--- src/rtl/core/edfs_pkg.sv ---
package edfs_pkg;

  localparam int TASK_SLOTS_DEF = 8;

  localparam int TIME_W   = 32;
  localparam int LEN_W    = 16;
  localparam int COUNT_W  = 4;
  localparam int SLOT_IN_W = 3;
  localparam int NUM_W    = 4;

  localparam int CFG_ADDR_W = 3;
  localparam int CFG_DATA_W = 32;

  // Register index as decoded from paddr above the byte offset.
  localparam logic [CFG_ADDR_W-3:0] REG_TASK_COUNT = '0;

  localparam logic CMD_LOAD = 1'b0;
  localparam logic CMD_TICK = 1'b1;

  // Static task description, written by load items.
  typedef struct packed {
    logic [LEN_W-1:0] period;
    logic [LEN_W-1:0] run;
  } task_cfg_t;

  // Per-slot dynamic scheduling state.
  typedef struct packed {
    logic [LEN_W-1:0]  remaining;
    logic [TIME_W-1:0] deadline;
    logic [LEN_W-1:0]  countdown;
  } task_dyn_t;

endpackage

--- src/rtl/core/edf_periodic_task_scheduler_core.sv ---
// Earliest-deadline-first scheduler for periodic tasks. A load item (cmd 0) writes one slot's
// period and run length and gives no result. A tick item (cmd 1) walks the
// active slots in order through the per-slot state memory, one slot per cycle with a registered
// read, releasing due tasks and tracking the pending task with the earliest
// deadline; it then charges one unit of work to that task and delivers one result item with
// the tick time, idle flag and task number. A tick occupies the block through its scan, a
// final write-back state and an output state, its pace set by the single read port of
// the state memory. The result waits in an output register, so the next item is taken while
// it is stalled; a later tick holds its own result until that register is free.
// Per-slot state is zero after reset through valid bits; no clearing pass is needed.
module edf_periodic_task_scheduler_core #(
  parameter int TASK_SLOTS = edfs_pkg::TASK_SLOTS_DEF
) (
  input  logic                                clk,
  input  logic                                rst_n,

  input  logic                                in_valid,
  output logic                                in_stall,
  input  logic                                in_cmd,
  input  logic [edfs_pkg::SLOT_IN_W-1:0]      in_task_slot,
  input  logic [edfs_pkg::LEN_W-1:0]          in_period_len,
  input  logic [edfs_pkg::LEN_W-1:0]          in_run_len,

  output logic                                out_valid,
  input  logic                                out_stall,
  output logic [edfs_pkg::TIME_W-1:0]         out_tick_time,
  output logic                                out_idle,
  output logic [edfs_pkg::NUM_W-1:0]          out_task_number,

  input  logic                                cfg_psel,
  input  logic                                cfg_penable,
  input  logic                                cfg_pwrite,
  input  logic [edfs_pkg::CFG_ADDR_W-1:0]     cfg_paddr,
  input  logic [edfs_pkg::CFG_DATA_W-1:0]     cfg_pwdata,
  output logic [edfs_pkg::CFG_DATA_W-1:0]     cfg_prdata,
  output logic                                cfg_pready
);

  localparam int SLOT_W  = (TASK_SLOTS > 1) ? $clog2(TASK_SLOTS) : 1;
  localparam int MAX_ACT = (TASK_SLOTS < 15) ? TASK_SLOTS : 15;
  localparam int CW      = edfs_pkg::COUNT_W;

  localparam logic [1:0] S_IDLE = 2'd0;
  localparam logic [1:0] S_SCAN = 2'd1;
  localparam logic [1:0] S_FIN  = 2'd2;
  localparam logic [1:0] S_OUT  = 2'd3;

  logic [1:0]                       state_r, state_nxt;
  logic [CW-1:0]                    task_count_r, task_count_nxt;
  logic [CW-1:0]                    n_r, n_nxt;
  logic [CW-1:0]                    rd_cnt_r, rd_cnt_nxt;
  logic                             p1_vld_r, p1_vld_nxt;
  logic [SLOT_W-1:0]                p1_idx_r, p1_idx_nxt;
  logic                             best_found_r, best_found_nxt;
  logic [SLOT_W-1:0]                best_idx_r, best_idx_nxt;
  edfs_pkg::task_dyn_t              best_rec_r, best_rec_nxt;
  logic [edfs_pkg::TIME_W-1:0]      time_r, time_nxt;
  logic                             out_valid_r, out_valid_nxt;
  logic [edfs_pkg::TIME_W-1:0]      out_time_r, out_time_nxt;
  logic                             out_idle_r, out_idle_nxt;
  logic [edfs_pkg::NUM_W-1:0]       out_num_r, out_num_nxt;

  logic                             in_acc;
  logic                             cfg_wr;
  logic                             cfg_sel_tc;
  logic [CW-1:0]                    n_eff;
  logic                             issue;
  logic [SLOT_W-1:0]                rd_addr;
  logic                             load_we;
  edfs_pkg::task_cfg_t              load_data;
  edfs_pkg::task_cfg_t              cfg_rd;
  edfs_pkg::task_dyn_t              st_rd;
  edfs_pkg::task_dyn_t              upd;
  logic                             take;
  logic                             st_we;
  logic [SLOT_W-1:0]                st_waddr;
  edfs_pkg::task_dyn_t              st_wdata;
  edfs_pkg::task_dyn_t              best_dec;
  logic                             out_free;

  assign in_stall = (state_r != S_IDLE);
  assign in_acc   = in_valid && !in_stall;

  assign cfg_pready = 1'b1;
  assign cfg_sel_tc = (cfg_paddr[edfs_pkg::CFG_ADDR_W-1:2] == edfs_pkg::REG_TASK_COUNT);
  assign cfg_wr     = cfg_psel && cfg_penable && cfg_pwrite && cfg_pready && cfg_sel_tc;
  assign cfg_prdata = cfg_sel_tc ? edfs_pkg::CFG_DATA_W'(task_count_r) : '0;

  always_comb begin
    if (task_count_r == '0) begin
      n_eff = CW'(1);
    end else if (32'(task_count_r) > MAX_ACT) begin
      n_eff = CW'(MAX_ACT);
    end else begin
      n_eff = task_count_r;
    end
  end

  assign load_we   = in_acc && (in_cmd == edfs_pkg::CMD_LOAD)
                     && (32'(in_task_slot) < TASK_SLOTS);
  assign load_data = '{period: in_period_len, run: in_run_len};

  assign issue   = (state_r == S_SCAN) && (rd_cnt_r < n_r);
  assign rd_addr = SLOT_W'(rd_cnt_r);

  edfs_cfg_mem #(.TASK_SLOTS(TASK_SLOTS)) u_cfg_mem (
    .clk     (clk),
    .wr_en   (load_we),
    .wr_addr (SLOT_W'(in_task_slot)),
    .wr_data (load_data),
    .rd_en   (issue),
    .rd_addr (rd_addr),
    .rd_data (cfg_rd)
  );

  edfs_state_mem #(.TASK_SLOTS(TASK_SLOTS)) u_state_mem (
    .clk     (clk),
    .rst_n   (rst_n),
    .wr_en   (st_we),
    .wr_addr (st_waddr),
    .wr_data (st_wdata),
    .rd_en   (issue),
    .rd_addr (rd_addr),
    .rd_data (st_rd)
  );

  // Release update for the slot whose data has just come back from memory.
  always_comb begin
    upd = st_rd;
    if (st_rd.countdown == '0) begin
      upd.remaining = cfg_rd.run;
      upd.deadline  = time_r + edfs_pkg::TIME_W'(cfg_rd.period);
      upd.countdown = (cfg_rd.period == '0) ? '0 : cfg_rd.period - 1'b1;
    end else begin
      upd.countdown = st_rd.countdown - 1'b1;
    end
  end

  // Slots arrive in ascending order, so a strict compare keeps the lowest slot on a tie.
  assign take = p1_vld_r && (upd.remaining != '0)
                && (!best_found_r || (upd.deadline < best_rec_r.deadline));

  always_comb begin
    best_dec = best_rec_r;
    best_dec.remaining = best_rec_r.remaining - 1'b1;
  end

  // Scan writes back each slot in the cycle after its read; the final write charges the winner.
  always_comb begin
    st_we    = 1'b0;
    st_waddr = p1_idx_r;
    st_wdata = upd;
    if ((state_r == S_SCAN) && p1_vld_r) begin
      st_we = 1'b1;
    end else if ((state_r == S_FIN) && best_found_r) begin
      st_we    = 1'b1;
      st_waddr = best_idx_r;
      st_wdata = best_dec;
    end
  end

  assign out_free = !out_valid_r || !out_stall;

  always_comb begin
    state_nxt      = state_r;
    task_count_nxt = task_count_r;
    n_nxt          = n_r;
    rd_cnt_nxt     = rd_cnt_r;
    p1_vld_nxt     = issue;
    p1_idx_nxt     = issue ? rd_addr : p1_idx_r;
    best_found_nxt = best_found_r;
    best_idx_nxt   = best_idx_r;
    best_rec_nxt   = best_rec_r;
    time_nxt       = time_r;
    out_valid_nxt  = out_valid_r && out_stall;
    out_time_nxt   = out_time_r;
    out_idle_nxt   = out_idle_r;
    out_num_nxt    = out_num_r;

    if (cfg_wr) begin
      task_count_nxt = cfg_pwdata[CW-1:0];
    end

    unique case (state_r)
      S_IDLE: begin
        if (in_acc && (in_cmd == edfs_pkg::CMD_TICK)) begin
          n_nxt          = n_eff;
          rd_cnt_nxt     = '0;
          best_found_nxt = 1'b0;
          state_nxt      = S_SCAN;
        end
      end
      S_SCAN: begin
        if (issue) begin
          rd_cnt_nxt = rd_cnt_r + 1'b1;
        end
        if (take) begin
          best_found_nxt = 1'b1;
          best_idx_nxt   = p1_idx_r;
          best_rec_nxt   = upd;
        end
        if (!issue && p1_vld_r) begin
          state_nxt = S_FIN;
        end
      end
      S_FIN: begin
        state_nxt = S_OUT;
      end
      S_OUT: begin
        if (out_free) begin
          out_valid_nxt = 1'b1;
          out_time_nxt  = time_r;
          out_idle_nxt  = !best_found_r;
          out_num_nxt   = best_found_r ? edfs_pkg::NUM_W'(32'(best_idx_r) + 1) : '0;
          time_nxt      = time_r + 1'b1;
          state_nxt     = S_IDLE;
        end
      end
      default: begin
        state_nxt = S_IDLE;
      end
    endcase
  end

  always_ff @(posedge clk) begin
    if (!rst_n) begin
      state_r      <= S_IDLE;
      task_count_r <= CW'(1);
      n_r          <= CW'(1);
      rd_cnt_r     <= '0;
      p1_vld_r     <= 1'b0;
      best_found_r <= 1'b0;
      time_r       <= '0;
      out_valid_r  <= 1'b0;
    end else begin
      state_r      <= state_nxt;
      task_count_r <= task_count_nxt;
      n_r          <= n_nxt;
      rd_cnt_r     <= rd_cnt_nxt;
      p1_vld_r     <= p1_vld_nxt;
      best_found_r <= best_found_nxt;
      time_r       <= time_nxt;
      out_valid_r  <= out_valid_nxt;
    end
  end

  always_ff @(posedge clk) begin
    p1_idx_r   <= p1_idx_nxt;
    best_idx_r <= best_idx_nxt;
    best_rec_r <= best_rec_nxt;
    out_time_r <= out_time_nxt;
    out_idle_r <= out_idle_nxt;
    out_num_r  <= out_num_nxt;
  end

  assign out_valid       = out_valid_r;
  assign out_tick_time   = out_time_r;
  assign out_idle        = out_idle_r;
  assign out_task_number = out_num_r;

endmodule

--- src/rtl/core/edfs_cfg_mem.sv ---
module edfs_cfg_mem #(
  parameter int TASK_SLOTS = edfs_pkg::TASK_SLOTS_DEF,
  localparam int SLOT_W = (TASK_SLOTS > 1) ? $clog2(TASK_SLOTS) : 1
) (
  input  logic                clk,
  input  logic                wr_en,
  input  logic [SLOT_W-1:0]   wr_addr,
  input  edfs_pkg::task_cfg_t wr_data,
  input  logic                rd_en,
  input  logic [SLOT_W-1:0]   rd_addr,
  output edfs_pkg::task_cfg_t rd_data
);

  edfs_pkg::task_cfg_t mem [TASK_SLOTS];
  edfs_pkg::task_cfg_t rd_data_r;

  // Entries that were never loaded are not defined and need no clearing.
  always_ff @(posedge clk) begin
    if (wr_en) begin
      mem[wr_addr] <= wr_data;
    end
    if (rd_en) begin
      rd_data_r <= mem[rd_addr];
    end
  end

  assign rd_data = rd_data_r;

endmodule

--- src/rtl/core/edfs_state_mem.sv ---
module edfs_state_mem #(
  parameter int TASK_SLOTS = edfs_pkg::TASK_SLOTS_DEF,
  localparam int SLOT_W = (TASK_SLOTS > 1) ? $clog2(TASK_SLOTS) : 1
) (
  input  logic                clk,
  input  logic                rst_n,
  input  logic                wr_en,
  input  logic [SLOT_W-1:0]   wr_addr,
  input  edfs_pkg::task_dyn_t wr_data,
  input  logic                rd_en,
  input  logic [SLOT_W-1:0]   rd_addr,
  output edfs_pkg::task_dyn_t rd_data
);

  edfs_pkg::task_dyn_t mem [TASK_SLOTS];
  edfs_pkg::task_dyn_t rd_q_r;
  logic [TASK_SLOTS-1:0] vld_r;
  logic [TASK_SLOTS-1:0] vld_nxt;
  logic                  rd_vld_r;
  logic                  rd_vld_nxt;

  always_ff @(posedge clk) begin
    if (wr_en) begin
      mem[wr_addr] <= wr_data;
    end
    if (rd_en) begin
      rd_q_r <= mem[rd_addr];
    end
  end

  always_comb begin
    vld_nxt = vld_r;
    if (wr_en) begin
      vld_nxt[wr_addr] = 1'b1;
    end
    rd_vld_nxt = rd_vld_r;
    if (rd_en) begin
      rd_vld_nxt = vld_r[rd_addr];
    end
  end

  always_ff @(posedge clk) begin
    if (!rst_n) begin
      vld_r    <= '0;
      rd_vld_r <= 1'b0;
    end else begin
      vld_r    <= vld_nxt;
      rd_vld_r <= rd_vld_nxt;
    end
  end

  // A slot not written since reset reads as all zero.
  assign rd_data = rd_vld_r ? rd_q_r : '0;

endmodule

--- config.mk ---
export PLATFORM = sky130hd
export DESIGN_NAME = edf_periodic_task_scheduler_core
export DESIGN_NICKNAME = d
export VERILOG_FILES = /design/src/rtl/core/edfs_pkg.sv /design/src/rtl/core/edf_periodic_task_scheduler_core.sv /design/src/rtl/core/edfs_cfg_mem.sv /design/src/rtl/core/edfs_state_mem.sv
export SDC_FILE = /design/constraint.sdc
export NUM_CORES = 1
export LEC_CHECK = 0
export CAP_MARGIN = 5
export CORE_MARGIN = 4
export CORE_UTILIZATION = 32
export CTS_CLUSTER_SIZE = 28
export DETAILED_ROUTE_END_ITERATION = 7
export DONT_BUFFER_PORTS = 1
export MAX_ROUTING_LAYER = met4
export PLACE_DENSITY = 0.54
export SETUP_SLACK_MARGIN = 0.1
export SLEW_MARGIN = 10
export SYNTH_ARGS = -nofsm -noshare
export SYNTH_HDL_FRONTEND = slang
export SYNTH_SLANG_ARGS = --single-unit
--- constraint.sdc ---
create_clock -name clk -period 8.15 [get_ports clk]
set_input_delay 0.4075 -clock clk [delete_from_list [all_inputs] [get_ports clk]]
set_output_delay 0.4075 -clock clk [all_outputs]
set_load 0.01 [all_outputs]
# After elaboration in Yosys (flattened, before gate mapping)
# Memory sizes are Yosys's and may differ from the RTL's. A register that Yosys moved wholly into a read port is not among the register bits.
# Cells that the tools add are included.
# Widths: inputs -> output; s select.
[op_classes]
magnitude_cmp = 6
shifts = 0
mul = 0
muxes = 33
n_reduce_logical = 34
n_eq_ne = 8
n_bitwise = 3
addsub = 7
div_mod_pow = 0
[ops]
columns = ["op", "count"]
rows = [
  ["$mux 64", 3],
  ["$mux 48", 1],
  ["$sub 16x1->16 const B", 3],
  ["$add 32x1->32 const B", 1],
  ["$add 32x16->32", 1],
  ["$logic_not 16->1", 2],
  ["$lt 32x32->1", 1],
  ["$mux 16", 2],
  ["$mux 4", 5],
  ["$reduce_bool 16->1", 1],
  ["$logic_and 1x1->1", 14],
  ["$mux 1", 12],
  ["$reduce_and 3->1", 3],
  ["$lt 3x4->1 const B", 2],
  ["$ne 2x2->1 const B", 4],
  ["$or 8x8->8", 1],
  ["$pmux 2 s4", 1],
  ["$pmux 4 s2", 1],
  ["$mux 2", 3],
  ["$mux 3", 2],
  ["$reduce_and 2->1", 3],
  ["$logic_not 1->1", 5],
  ["$add 3x1->4 const B", 1],
  ["$add 4x1->4 const B", 1],
  ["14 further kinds", 18],
]
[word_totals]
ramBits = 768
in_bits = 78
latchBits = 0
ff_bits = 165
romBits = 0
word_cells = 111
n_memories = 2
[mem_list]
columns = ["memory", "words", "word_bits", "read_ports", "rd_ports_with_merged_regs", "write_ports", "line_no", "text"]
rows = [
  ["u_state_mem.mem", 8, 64, 1, 1, 1, "edfs_state_mem.sv:15", "edfs_pkg::task_dyn_t mem [TASK_SLOTS];"],
  ["u_cfg_mem.mem", 8, 32, 1, 1, 1, "edfs_cfg_mem.sv:14", "edfs_pkg::task_cfg_t mem [TASK_SLOTS];"],
]

# Depth between registers and ports, before layout
[depth]
depth_word = 9
depth_mapped = 20

# By module
# Synthesis repeated with hierarchy kept, for this count alone.
[hier_totals]
cells_unflattened = 2468
hier_area_um2 = 43091.3
[modules_own_cells]
columns = ["mod", "instances", "seq_area_each_um2", "cells_each", "area_per_inst_um2"]
rows = [
  ["edfs_state_mem", 1, 17476.8, 913, 21926.0],
  ["edfs_cfg_mem", 1, 8648.3, 415, 10786.6],
  ["edf_periodic_task_scheduler_core", 1, 4194.0, 1140, 10378.7],
]

# Least setup slack after synthesis
# Ideal clock, no wire load.
[synth_timing]
path_type = "register to register"
from = "register, netlist name u_cfg_mem.rd_data[16]"
to = "register best_rec_r (netlist bit best_dec[0]), enable pin"
required_time_ns = 7.620
slack_ns = 0.396
path_stages_with_launch = 19
synth_period_minus_slack_ns = 7.754
arrival_ns = 7.225
path_cell_list = "edfxtp_1 -> ha_1 -> inv_1 -> fa_1 -> nand2b_1 -> a21oi_1 -> a221oi_1 -> a21boi_0 -> mux2_2 -> o21ai_0 -> nand2_1 -> ha_1 -> a21oi_1 -> nand2_1 -> a21oi_1 -> o21ai_0 -> a211oi_1 -> a21oi_1 -> nor4b_2"
[synth_rtl]
columns = ["item", "line_no", "text"]
rows = [
  ["to (signal assigned)", "edf_periodic_task_scheduler_core.sv:250", "best_rec_r <= best_rec_nxt;"],
  ["to (decl)", "edf_periodic_task_scheduler_core.sv:56", "edfs_pkg::task_dyn_t best_rec_r, best_rec_nxt;"],
]

==> results.txt <==
----------------------------------------------------
[STA]
  Period utilisation layout ... 0.678
  Period minus WS final ... 5.52 ns
  Worst slew margin ... 0.212
  Count of final max-slew check failures ... 0
  Unrepaired setup endpoints after global routing ... false
  Number of hold violations in the final report ... 0
  Clock skew ... 0.0552 ns
  Final worst-path setup slack ... 2.63 ns
  Setup violation total in the final timing report ... 0
  TNS Setup ... 0 ns
  Fmax ... 0.181 GHz
  Pin slew with the least headroom to its limit ... 1.18 ns

[Die]
  Die boundary height ... 371 µm
  Top-level port count ... 150
  Standard cell core area ... 0.130 mm²
  Row count ... 132
  Starting Density ... 0.324
  Die X-Extent ... 371 µm
  Die area ... 0.138 mm²

[Power and ir drop]
  Total power after layout ... 0.0133 W
  Worst vdd ir ... 0.173 mV
  Power density normalized to cell area ... 278 mW/mm²
  Cell leakage power ... 14.9 nW

[Layout]
  Utilization of the core after routing ... 0.368
  Synthesis-to-layout area growth ... 13.6%
  Nets ... 2,614
  Layout cell share with drive strength beyond 1 ... 0.209
  Area of the multi-input gates ... 0.0112 mm²
  Final cell count without fillers ... 4,309
  Seq. cell area ... 0.0303 mm²
  Fillers ... 12,100

[Worst setup path]
  Required time of the worst setup path ... 8.45 ns
  Capture point of the worst reg-to-reg path ... best_rec_r[62]
  WP data arrival ... 5.82 ns
  Reg2Reg Depth ... 20
  Largest fanout of any net on the critical path ... 44
  Worst setup EP type ... register
  Kind of launch point of the worst setup path ... register
  Reg2reg setup slack ... 2.63 ns
  Critical path type ... reg2reg
  Source of the worst register-to-register timing path ... time_r[0]

[Logic synthesis]
  Flops & latches, synth ... 1,029
  Mean area per synthesized cell ... 17.6 µm²
  Yosys cell types ... 67
  Synth Warn # ... 0
  Syn Std Cell Area ... 0.0422 mm²
  Cell count after synthesis ... 2,394
  Async SR Flop Fraction ... 0
  Number of flops mapped to enable cells by yosys ... 971
  Leading register cell type out of synthesis ... edfxtp_1
  Share of the yosys chip area belonging to registers ... 0.719

[Global route]
  Global routing usage summed across all routing layers ... 0.146
  Via count of the first global-routing pass ... 22,700
  Remaining global-route overflow ... 0
  First-pass GRT wire length ... 146,000 µm
  Pin count of the biggest net entering global routing ... 62
  Number of antenna violations at the first check in global routing ... 4

[Clock tree]
  Level count of the clock H-tree ... 3
  CTS max path bufs ... 3
  Number of setup buffers added after CTS ... 0
  Root buffer cell ... clkbuf_16
  Number of sinks on the clock net ... 1,029
  Total clock buffers created by CTS ... 104
  Insertion delay of the later-clocked pin in the worst-skew pair ... 0.72 ns
  Clock-pin slew reported for the worst setup and hold paths after clock tree synthesis ... 0.06 ns
  CTS tree ... built

[Job]
  MaxCap Viol Count ... 0

[Route]
  Post-route antenna net violation count ... 0
  Total Wirelength ... 97,600 µm
  First-pass detailed-route iteration total ... 5
  Iteration-0 DRC count of the detailed router ... 1,631
  Routed wire per std cell ... 22.7 µm
  Drc violations ... 0
  Vias ... 21,700
  Number of vias per cell after detailed routing ... 5.03

[Place]
  Pre-CTS WS ... 2.69 ns
  Number of placed instances, taps included ... 4,073
  Final weighted congestion of routability-driven global placement ... 0.835
  Total half-perimeter wirelength after legalization and detailed placement ... 57,000 µm
  Port-buffer cells ... 0

[Min path]
  Sink of the worst hold path ... rd_cnt_r[1]
  Path category of the worst min-delay check ... in2reg
  Startpoint of the worst hold path ... rst_n
  Depth of the worst hold-timing path ... 2

[Run status]
  Result of the run ... finished clean

----------------------------------------------------
## critical path, cell delays in order (launching register included)
cell and delay (ns):
dfxtp_1 0.43, ha_1 0.23, inv_1 0.07, fa_1 0.39, nand2b_1 0.16, a21oi_1 0.27
a221oi_1 0.13, buf_4 0.19, a21boi_0 0.32, mux2_2 0.38, o21ai_0 0.27, nand2_1 0.13
ha_1 0.32, a21oi_1 0.16, nand2_1 0.07, a21oi_1 0.13, o21ai_0 0.12, a211oi_1 0.23
a21oi_1 0.19, nor4b_4 0.26, buf_4 0.60
## registers in the layout, summed over array words and instances, names as in the netlist, 2 cells and up
signal / cells
u_state_mem.mem: 512
u_cfg_mem.mem: 256
u_state_mem.rd_q_r: 64
best_dec: 48
out_tick_time: 32
time_r: 32
u_cfg_mem.rd_data: 32
best_rec_r: 16
u_state_mem.vld_r: 8
n_r: 4
out_task_number: 4
rd_cnt_r: 4
task_count_r: 4
best_idx_r: 3
p1_idx_r: 3
state_r: 2
## cell type report
| cell class | count | area share |
|---|---|---|
| clock inverter | 55 | 0.00847 |
| timing repair buffer | 84 | 0.0154 |
| multi-input combinational | 1199 | 0.235 |
| inverter | 57 | 0.00447 |
| sequential | 1029 | 0.633 |
| tap | 1742 | 0.0455 |
| antenna | 3 | 0.000157 |
| clock buffer | 140 | 0.0580 |
## cell families after synthesis
kind of cell	count (synthesis)	synth area share
simple gates	481	0.0540
other cells	2	0.000178
compound gates	224	0.0333
buf+inv	193	0.0204
fa+ha+maj	61	0.0183
flops	1029	0.719
xor+xnor	76	0.0158
mux	328	0.139
## power by group
part	switching [W]	internal [W]	total, W
Combinational	0.00140	0.000698	0.00210
Sequential	0.000194	0.00654	0.00674
Clock	0.00200	0.00247	0.00447
## layer usage
layer / wire (µm) / global-route usage / part of all wire
met1: 43600 / 0.192 / 0.45
met2: 47100 / 0.235 / 0.48
met3: 5240 / 0.0277 / 0.054
met4: 1710 / 0.0327 / 0.017
met5: 0 / - / 0
## synth_stat cells (all sizes together) (23+ instances only)
cell	n	area (µm²)
xnor2	35	307
o21ai	63	315
nand2	120	460
a31oi	23	144
nand3	73	365
ha	60	751
buf	60	360
xor2	41	359
a21oi	60	304
clkbuf	76	285
dfxtp	58	1160
mux4	194	4370
mux2	119	1340
nor2	150	563
inv	56	210
edfxtp	971	29200
## metrics by stage
stage	hold slack, ns	area [µm²]
3_3_place_gp	0.445	44300
6_report	0.111	47900
4_1_cts	0.0902	47900
5_1_grt	0.104	47900
2_1_floorplan	0.406	42300
3_5_place_dp	0.462	44300
## worst max path at each step
stage                                startpoint             end  cells past startpoint
after floorplan           u_cfg_mem.rd_data[16]     best_dec[0]                     18
after detailed placement  u_cfg_mem.rd_data[16]  best_rec_r[62]                     20
after global routing      u_cfg_mem.rd_data[16]  best_rec_r[62]                     20
after CTS                 u_cfg_mem.rd_data[16]  best_rec_r[62]                     20
after global placement    u_cfg_mem.rd_data[16]  best_rec_r[62]                     20
final                                 time_r[0]  best_rec_r[62]                     20
## what timing repair did
action,in CTS,in global routing
hold endpoints to repair,268,0
resized for setup,0,0
hold buffers,38,0
## placed cells by master, fill, tap and decap left out, types with 15 or more instances in the layout
cell type        n
a21oi_1         58
a31oi_1         23
buf_4           45
clkbuf_1        33
clkbuf_16      105
clkinv_1        23
clkinv_2        20
conb_1          29
dfxtp_1         54
dlygate4sd3_1   38
edfxtp_1       971
ha_1            60
inv_1           56
mux2_2         119
mux2i_1         15
mux4_2         194
nand2_1        118
nand3_1         72
nor2_1         136
nor3_1          20
nor4_1          17
o21ai_0         55
or3_1           21
xnor2_1         35
xor2_1          41
(Power assumes the default switching activity.)
